[src/rtl/assert_macros.svh]
// Assertion helpers, sampled on aclk and held off while aresetn is low.
`ifndef ASSERT_MACROS_SVH
`define ASSERT_MACROS_SVH

// Same-cycle implication.
`define SHFR_ASSERT_NOW(label, ante, cons, msg) \
    label: assert property (@(posedge aclk) disable iff (!aresetn) (ante) |-> (cons)) \
        else $error(msg);

// Next-cycle implication.
`define SHFR_ASSERT_NEXT(label, ante, cons, msg) \
    label: assert property (@(posedge aclk) disable iff (!aresetn) (ante) |=> (cons)) \
        else $error(msg);

`endif

[src/rtl/shfr_pkg.sv]
package shfr_pkg;

    localparam int PAGE_BYTES   = 512;
    localparam int SHORT_BODY   = 8;
    localparam int LONG_BODY    = SHORT_BODY + PAGE_BYTES;
    localparam int CNT_W        = $clog2(LONG_BODY + 1);
    localparam int IDX_W        = 10;
    localparam int TICK_W       = 20;
    localparam int SUM_W        = 16;
    localparam int CFG_IDX_W    = 3;
    localparam int CFG_DATA_W   = 20;
    localparam int OUT_DATA_W   = 32;

    localparam logic [7:0] HDR_BYTE0 = 8'd1;
    localparam logic [7:0] HDR_BYTE1 = 8'd2;
    localparam logic [7:0] HDR_BYTE2 = 8'd3;
    // sum of the three header bytes, seeded on the opcode
    localparam logic [SUM_W-1:0] HDR_SUM = SUM_W'(6);

    localparam logic [TICK_W-1:0] BOOT_TIMEOUT_RST = TICK_W'(880000);
    localparam logic [TICK_W-1:0] RX_TIMEOUT_RST   = TICK_W'(293330);

    // input kinds (tuser)
    localparam logic KIND_BYTE = 1'b0;
    localparam logic KIND_TICK = 1'b1;

    // configuration register indexes
    localparam logic [CFG_IDX_W-1:0] REG_PAGE_SIZE_OPCODE   = 3'd0;
    localparam logic [CFG_IDX_W-1:0] REG_NO_ERROR_CODE      = 3'd1;
    localparam logic [CFG_IDX_W-1:0] REG_STAY_IN_BOOT       = 3'd2;
    localparam logic [CFG_IDX_W-1:0] REG_BOOT_TIMEOUT_TICKS = 3'd3;
    localparam logic [CFG_IDX_W-1:0] REG_RX_TIMEOUT_TICKS   = 3'd4;

    typedef enum logic [2:0] {
        PH_HDR0,
        PH_HDR1,
        PH_HDR2,
        PH_OPCODE,
        PH_ERROR,
        PH_BODY,
        PH_CK_LO,
        PH_CK_HI
    } phase_t;

    typedef struct packed {
        logic [7:0]        page_size_opcode;
        logic [7:0]        no_error_code;
        logic              stay_in_boot;
        logic [TICK_W-1:0] boot_timeout_ticks;
        logic [TICK_W-1:0] rx_timeout_ticks;
    } cfg_t;

    typedef struct packed {
        logic             exit_boot;
        logic             short_frame;
        logic [7:0]       frame_opcode;
        logic             frame_ok;
        logic             frame_done;
        logic [IDX_W-1:0] body_index;
        logic [7:0]       body_byte;
        logic             body_valid;
    } result_t;

endpackage

[src/rtl/shfr_parse.sv]
module shfr_parse (
    input  logic              aclk,
    input  logic              aresetn,
    input  logic              step_en,
    input  logic              kind,
    input  logic [7:0]        rx_byte,
    input  shfr_pkg::cfg_t    cfg,
    output shfr_pkg::result_t res
);
    import shfr_pkg::*;

    phase_t             phase_reg, phase_next;
    logic [7:0]         opcode_reg, opcode_next;
    logic [7:0]         error_reg, error_next;
    logic [CNT_W-1:0]   count_reg, count_next;
    logic [SUM_W-1:0]   sum_reg, sum_next;
    logic [7:0]         ck_lo_reg, ck_lo_next;
    logic [TICK_W-1:0]  idle_reg, idle_next;

    logic               is_short;
    logic [CNT_W-1:0]   body_len;
    logic [CNT_W-1:0]   count_inc;
    logic [TICK_W-1:0]  idle_inc;
    logic [31:0]        count_wide;
    logic [SUM_W-1:0]   rx_sum;

    assign is_short   = (opcode_reg == cfg.page_size_opcode);
    assign body_len   = is_short ? CNT_W'(SHORT_BODY) : CNT_W'(LONG_BODY);
    assign count_inc  = count_reg + CNT_W'(1);
    assign idle_inc   = idle_reg + TICK_W'(1);
    assign count_wide = 32'(count_reg);
    assign rx_sum     = {rx_byte, ck_lo_reg};

    always_comb begin
        phase_next  = phase_reg;
        opcode_next = opcode_reg;
        error_next  = error_reg;
        count_next  = count_reg;
        sum_next    = sum_reg;
        ck_lo_next  = ck_lo_reg;
        idle_next   = idle_reg;
        res         = '0;

        if (kind == KIND_TICK) begin
            // ticks are dropped while a body or checksum is in flight
            if (!(phase_reg inside {PH_BODY, PH_CK_LO, PH_CK_HI})) begin
                idle_next = idle_inc;
                if (idle_inc == cfg.rx_timeout_ticks) begin
                    phase_next = PH_HDR0;
                end
                if (idle_inc == cfg.boot_timeout_ticks) begin
                    idle_next     = '0;
                    res.exit_boot = !cfg.stay_in_boot;
                end
            end
        end else begin
            idle_next = '0;
            case (phase_reg)
                PH_HDR0: begin
                    phase_next = (rx_byte == HDR_BYTE0) ? PH_HDR1 : PH_HDR0;
                end
                PH_HDR1: begin
                    phase_next = (rx_byte == HDR_BYTE1) ? PH_HDR2 : PH_HDR0;
                end
                PH_HDR2: begin
                    phase_next = (rx_byte == HDR_BYTE2) ? PH_OPCODE : PH_HDR0;
                end
                PH_OPCODE: begin
                    opcode_next = rx_byte;
                    sum_next    = HDR_SUM + SUM_W'(rx_byte);
                    phase_next  = PH_ERROR;
                end
                PH_ERROR: begin
                    error_next = rx_byte;
                    sum_next   = sum_reg + SUM_W'(rx_byte);
                    count_next = '0;
                    phase_next = PH_BODY;
                end
                PH_BODY: begin
                    res.body_valid = 1'b1;
                    res.body_byte  = rx_byte;
                    res.body_index = count_wide[IDX_W-1:0];
                    sum_next       = sum_reg + SUM_W'(rx_byte);
                    count_next     = count_inc;
                    // a shortened length mid-frame ends the body at once
                    if (count_inc >= body_len) begin
                        phase_next = PH_CK_LO;
                    end
                end
                PH_CK_LO: begin
                    ck_lo_next = rx_byte;
                    phase_next = PH_CK_HI;
                end
                PH_CK_HI: begin
                    res.frame_done   = 1'b1;
                    res.frame_ok     = (rx_sum == sum_reg) &&
                                       (error_reg == cfg.no_error_code);
                    res.frame_opcode = opcode_reg;
                    res.short_frame  = is_short;
                    phase_next       = PH_HDR0;
                end
                default: begin
                    phase_next = PH_HDR0;
                end
            endcase
        end
    end

    always_ff @(posedge aclk) begin
        if (!aresetn) begin
            phase_reg  <= PH_HDR0;
            opcode_reg <= '0;
            error_reg  <= '0;
            count_reg  <= '0;
            sum_reg    <= '0;
            ck_lo_reg  <= '0;
            idle_reg   <= '0;
        end else if (step_en) begin
            phase_reg  <= phase_next;
            opcode_reg <= opcode_next;
            error_reg  <= error_next;
            count_reg  <= count_next;
            sum_reg    <= sum_next;
            ck_lo_reg  <= ck_lo_next;
            idle_reg   <= idle_next;
        end
    end

endmodule

[src/rtl/sync_header_frame_receiver.sv]
// Channel   Direction  Handshake              Payload
// s_        in         s_tvalid / s_tready    s_tdata: rx_byte; s_tuser: kind
// m_        out        m_tvalid / m_tready    m_tdata: result fields; m_tlast: frame_done
// cfg_      in         cfg_valid / cfg_ready  cfg_index, cfg_data
//
// One beat per clock while s_tready is high; each result is registered in the output
// register, via skid_reg if stalled. Sum and phase update by one 16-bit add and compare.
// Output register plus skid stage: s_tready falls only when both hold a waiting result.
// aresetn is synchronous; it clears the parser and both valid flags, restores config regs.
// cfg_ready is always high.
module sync_header_frame_receiver (
    input  logic                                aclk,
    input  logic                                aresetn,

    input  logic                                s_tvalid,
    output logic                                s_tready,
    input  logic [7:0]                          s_tdata,   // [7:0] rx_byte
    input  logic                                s_tuser,   // [0] kind

    output logic                                m_tvalid,
    input  logic                                m_tready,
    // [0] body_valid, [8:1] body_byte, [18:9] body_index, [19] frame_ok,
    // [27:20] frame_opcode, [28] short_frame, [29] exit_boot, [31:30] zero
    output logic [shfr_pkg::OUT_DATA_W-1:0]     m_tdata,
    output logic                                m_tlast,   // frame_done

    input  logic                                cfg_valid,
    output logic                                cfg_ready,
    input  logic [shfr_pkg::CFG_IDX_W-1:0]      cfg_index,
    input  logic [shfr_pkg::CFG_DATA_W-1:0]     cfg_data
);
    import shfr_pkg::*;
    `include "assert_macros.svh"

    cfg_t    cfg_reg;
    result_t new_res;
    result_t out_reg, skid_reg;
    logic    out_valid_reg, skid_valid_reg;
    logic    in_beat;

    assign s_tready  = !skid_valid_reg;
    assign in_beat   = s_tvalid && s_tready;
    assign cfg_ready = 1'b1;

    always_ff @(posedge aclk) begin
        if (!aresetn) begin
            cfg_reg.page_size_opcode   <= '0;
            cfg_reg.no_error_code      <= '0;
            cfg_reg.stay_in_boot       <= 1'b0;
            cfg_reg.boot_timeout_ticks <= BOOT_TIMEOUT_RST;
            cfg_reg.rx_timeout_ticks   <= RX_TIMEOUT_RST;
        end else if (cfg_valid) begin
            case (cfg_index)
                REG_PAGE_SIZE_OPCODE:   cfg_reg.page_size_opcode   <= cfg_data[7:0];
                REG_NO_ERROR_CODE:      cfg_reg.no_error_code      <= cfg_data[7:0];
                REG_STAY_IN_BOOT:       cfg_reg.stay_in_boot       <= cfg_data[0];
                REG_BOOT_TIMEOUT_TICKS: cfg_reg.boot_timeout_ticks <= cfg_data[TICK_W-1:0];
                REG_RX_TIMEOUT_TICKS:   cfg_reg.rx_timeout_ticks   <= cfg_data[TICK_W-1:0];
                default: ;
            endcase
        end
    end

    shfr_parse u_parse (
        .aclk    (aclk),
        .aresetn (aresetn),
        .step_en (in_beat),
        .kind    (s_tuser),
        .rx_byte (s_tdata),
        .cfg     (cfg_reg),
        .res     (new_res)
    );

    // control flags
    always_ff @(posedge aclk) begin
        if (!aresetn) begin
            out_valid_reg  <= 1'b0;
            skid_valid_reg <= 1'b0;
        end else if (!out_valid_reg || m_tready) begin
            out_valid_reg  <= skid_valid_reg || in_beat;
            skid_valid_reg <= 1'b0;
        end else if (in_beat) begin
            skid_valid_reg <= 1'b1;
        end
    end

    // payload
    always_ff @(posedge aclk) begin
        if (!out_valid_reg || m_tready) begin
            out_reg <= skid_valid_reg ? skid_reg : new_res;
        end else if (in_beat) begin
            skid_reg <= new_res;
        end
    end

    assign m_tvalid = out_valid_reg;
    assign m_tlast  = out_reg.frame_done;
    assign m_tdata  = {2'b00,
                       out_reg.exit_boot,
                       out_reg.short_frame,
                       out_reg.frame_opcode,
                       out_reg.frame_ok,
                       out_reg.body_index,
                       out_reg.body_byte,
                       out_reg.body_valid};

    `SHFR_ASSERT_NOW(a_skid_behind_out, skid_valid_reg, out_valid_reg, "skid full with output empty")
    `SHFR_ASSERT_NOW(a_done_not_body, m_tvalid && m_tlast, !m_tdata[0] && !m_tdata[29], "frame end beat also marked body or exit")
    `SHFR_ASSERT_NEXT(a_beat_lands, in_beat, m_tvalid, "accepted beat produced no result")

endmodule
[config.mk]
export PLATFORM = sky130hd
export DESIGN_NAME = sync_header_frame_receiver
export DESIGN_NICKNAME = d
export VERILOG_FILES = /design/src/rtl/shfr_pkg.sv /design/src/rtl/shfr_parse.sv /design/src/rtl/sync_header_frame_receiver.sv
export VERILOG_INCLUDE_DIRS = /design/src /design/src/rtl
export SDC_FILE = /design/constraint.sdc
export NUM_CORES = 1
export LEC_CHECK = 0
export BUFFER_PORTS_ARGS = -buffer_cell sky130_fd_sc_hd__clkbuf_2
export CAP_MARGIN = 20
export CELL_PAD_IN_SITES_DETAIL_PLACEMENT = 0
export CELL_PAD_IN_SITES_GLOBAL_PLACEMENT = 2
export CORE_UTILIZATION = 41
export CTS_CLUSTER_SIZE = 30
export DETAILED_ROUTE_END_ITERATION = 10
export HOLD_SLACK_MARGIN = 0.06
export PLACE_DENSITY = 0.92
export SYNTH_ARGS = -nofsm -noshare
export SYNTH_HDL_FRONTEND = slang
export SYNTH_SLANG_ARGS = --single-unit
[constraint.sdc]
create_clock -name aclk -period 4.9 [get_ports aclk]
set_clock_uncertainty 0.15 [all_clocks]
set_input_delay 0.49 -clock aclk [delete_from_list [all_inputs] [get_ports aclk]]
set_output_delay 0.49 -clock aclk [all_outputs]
set_load 0.01 [all_outputs]
==> results.md <==
- RSZ-0062 raised after global routing: no
- Io pins: 73
- Hold Path Class: in2reg
- Worst stage delay on the critical path: between 700 and 800 ps
- Die W: around 160 µm
- Crit-path cells: ha_1, nand4_1, nor4_1, xnor2_1, o211a_1, nand4_1, or4_4, a41oi_1, a31oi_1
- Worst path required time: ~5000 ps
- CP Launch Type: register
- Worst-Margin Slew: 944 ps
- CTS buffer count: 17
- DR iter-0 viols: around 700
- Total Wirelength: 27000 µm
- Crit end category: register
- Chip Height: between 150 and 200 µm
- Share of post-route cells with drive strength above 1: between 10% and 20%
- Critical path arrival: between 3000 and 4000 ps
- Final Cell Area: between 10000 and 15000 µm²
- Syn-to-layout area delta: 10.6%
- Synthesized area: approximately 10000 µm²
- Slew margin rel.: between 30% and 40%
- Fill count: between 2000 and 2500
- Highest-delay cell along the critical path: or4_4
- Antenna diode count: 0
- Post-synth EDFFs: between 60 and 70
- Core ar.: 25100 µm²
- Final Hold Vio Count: 0
- Max-slew violations: 0
- DR pass1 iterations: 5
- Tmin final: about 3800 ps
- Cell Pwr Density: 293 nW/µm²
- Pleak: 0.00451 µW
- Status: complete, no violations
- GR Util All Layers: approximately a fifth
- Drc violations: 0
- Detailed Place HPWL: approximately 19000 µm
- Reg clk slew, reported paths: ~80 ps
- Power after layout: 3390 µW
- Syn_area_per_cell: slightly above 9 µm²
- Clock Latency Late Sink: 460 ps
- Max cap viols: 0
- Row count: 58
- Setup Buffers After CTS: 0
- Commonest register cell after synthesis: dfxtp_1
- Largest net degree at the start of global routing: 94
- H-Tree Depth: 4
- Most Frequent Cell on Critical Path: nand4_1
- Synth Register Bits: 194
- Cell area after placement: about 11000 µm²
- Die area: 26200 µm²
- Async SR Flop Fraction: 0%
- Nets: approximately 1200
- Maximum clock path buffer count: 2
- Final Setup Violations: 0
- Clk root buf: clkbuf_16
- Sequential area share after synthesis: between 40% and 50%
- Largest register FFs: 57
- Post-route ant nets: 0
- Initial antenna violation count: 0
- Peak VDD IR: approximately 0.2 mV
- Final RePlAce weighted congestion: 0.903
- Drt via density: about 5.5
- Clk sinks: a little under 200
- GRT Residual Overflow: 0
- Initial Util: about two fifths
- Yosys cell types: 70
- Global-route wire length before repair: 42800 µm
- Vias in the first global route: about 7500
- Crit Path Max Fanout: 35
- Gate Count Post-Synth: around 1100
- Setup total negative slack: 0 ps
- Crit Path Category: reg2reg
- Final Cycle Share: between 70% and 80%
- Port Buf Inserts: 69
- TritonCTS clock tree: built
- Hold-fix buffers at CTS: 0
- Synth Warn #: 0
- Count of cells resized by post-cts repair: 0
- Peak Freq: 0.266 GHz
- DR WL/cell: approximately 18 µm
- Vias: 8296
[path summary, 6_finish.rpt]
kind	depth (start not counted)	slack [ps]	start	to
hold / removal	3	120	cfg_data[14]	cfg_reg[34]
setup reg to reg	9	1130	u_parse.idle_reg[0]	u_parse.idle_reg[8]
hold reg to reg	2	330	cfg_reg[43]	cfg_reg[43]
setup / recovery	9	1130	u_parse.idle_reg[0]	u_parse.idle_reg[8]
[worst max-delay path: cells and delay by family, from the launching register on]
kind | cells | cell delay, ps
adders and majority gates | 1 | 390
AOI/OAI and AO/OA | 3 | 580
and+or+nand+nor | 4 | 1710
xor gates and xnor gates | 1 | 240
DFF | 1 | 520
[Yosys cell counts (all sizes together) (4+ instances only)]
cell type / count / area, µm²
and2: 36 / 225
o31ai: 4 / 30.0
o21ai: 35 / 175
or3: 6 / 37.5
nand3b: 4 / 30.0
o211a: 6 / 60.1
o2111ai: 6 / 52.6
edfxtp: 62 / 1860
o211ai: 10 / 75.1
a41oi: 10 / 125
nand4: 25 / 156
inv: 18 / 67.6
clkbuf: 68 / 255
or2: 6 / 37.5
nand4b: 7 / 61.3
buf: 16 / 119
a21oi: 32 / 160
nor3: 17 / 85.1
xor2: 40 / 350
mux2i: 18 / 180
and3: 16 / 100
and4: 7 / 61.3
nor4: 19 / 140
a2111oi: 4 / 41.3
o22ai: 5 / 31.3
nor2: 38 / 143
nand3: 55 / 305
a31oi: 21 / 131
nand2: 178 / 668
a21boi: 53 / 398
xnor2: 49 / 429
mux2: 29 / 327
dfxtp: 132 / 2640
nand2b: 13 / 81.3
nor2b: 36 / 225
xnor3: 4 / 90.1
ha: 14 / 175
nor3b: 7 / 52.6
or4: 4 / 33.8
[metal layers]
| metal | up-vias | GRT usage (%) | wire length (µm) |
|---|---|---|---|
| met5 | - | 0 | 0 |
| met4 | 0 | 5.75 | 357 |
| met3 | 25 | 3.29 | 1420 |
| met2 | 205 | 29.9 | 11300 |
| met1 | 3979 | 32.2 | 13900 |
| li1 | 4087 | - | - |
[cell type report]
type,count,area (µm²),share of cell area [%]
repair buffers,79,420,3.63
inverters,18,67.6,0.584
multi-input cells,843,5530,47.8
clock inverters,15,214,1.85
flip-flops and latches,194,4500,38.9
clock buffers,17,425,3.67
well taps,330,413,3.57
[through the flow]
stage,cells,worst slack [ps],hold slack [ps],util (%)
2_1_floorplan,1139,1590,305,-
3_3_place_gp,1463,1270,316,43.5
3_5_place_dp,1463,1210,326,43.5
4_1_cts,1495,1180,103,46.1
5_1_grt,1496,881,133,46.1
6_report,1496,1130,118,46.1
[power by group]
part | total (µW) | leakage, µW | switching (µW) | internal [µW]
sequential | 1710 | 0.00170 | 21.6 | 1690
combinational | 209 | 0.00251 | 133 | 76.2
clock | 1480 | 0.000304 | 763 | 715
total | 3390 | 0.00451 | 918 | 2480
[logic make-up (layout without fill, tap and decap cells)]
group,count (synthesis),after routing,share of synthesized area (%)
buffers and inverters,102,129,4.22
muxes,47,47,4.84
and+or+nand+nor,476,476,23.5
AOI/OAI and AO/OA,209,209,14.2
xor gates and xnor gates,93,93,8.31
other,2,3,0.0717
DFF,194,194,43.0
adders and majority gates,15,15,1.86
[cell usage in the layout, fill, tap and decap left out, types with 6 or more instances in the layout]
cell type,n
nand2_1,178
nor4_1,17
nor2_1,36
clkinv_8,6
o211a_1,6
o211ai_1,10
buf_4,10
nand2b_1,13
xnor2_1,49
edfxtp_1,62
clkbuf_2,68
o2111ai_1,6
nor2b_1,36
inv_1,18
nand4_1,25
ha_1,14
mux2_2,29
a21oi_1,32
and4_1,7
nor3_1,17
nand3_1,52
or2_2,6
nor3b_1,7
and3_1,16
a21boi_0,53
nand4b_1,7
or3_1,6
xor2_1,40
mux2i_1,18
and2_1,35
clkbuf_16,17
a31oi_1,21
o21ai_0,35
dfxtp_1,132
Note: power is estimated with default switching activity, not from simulation.
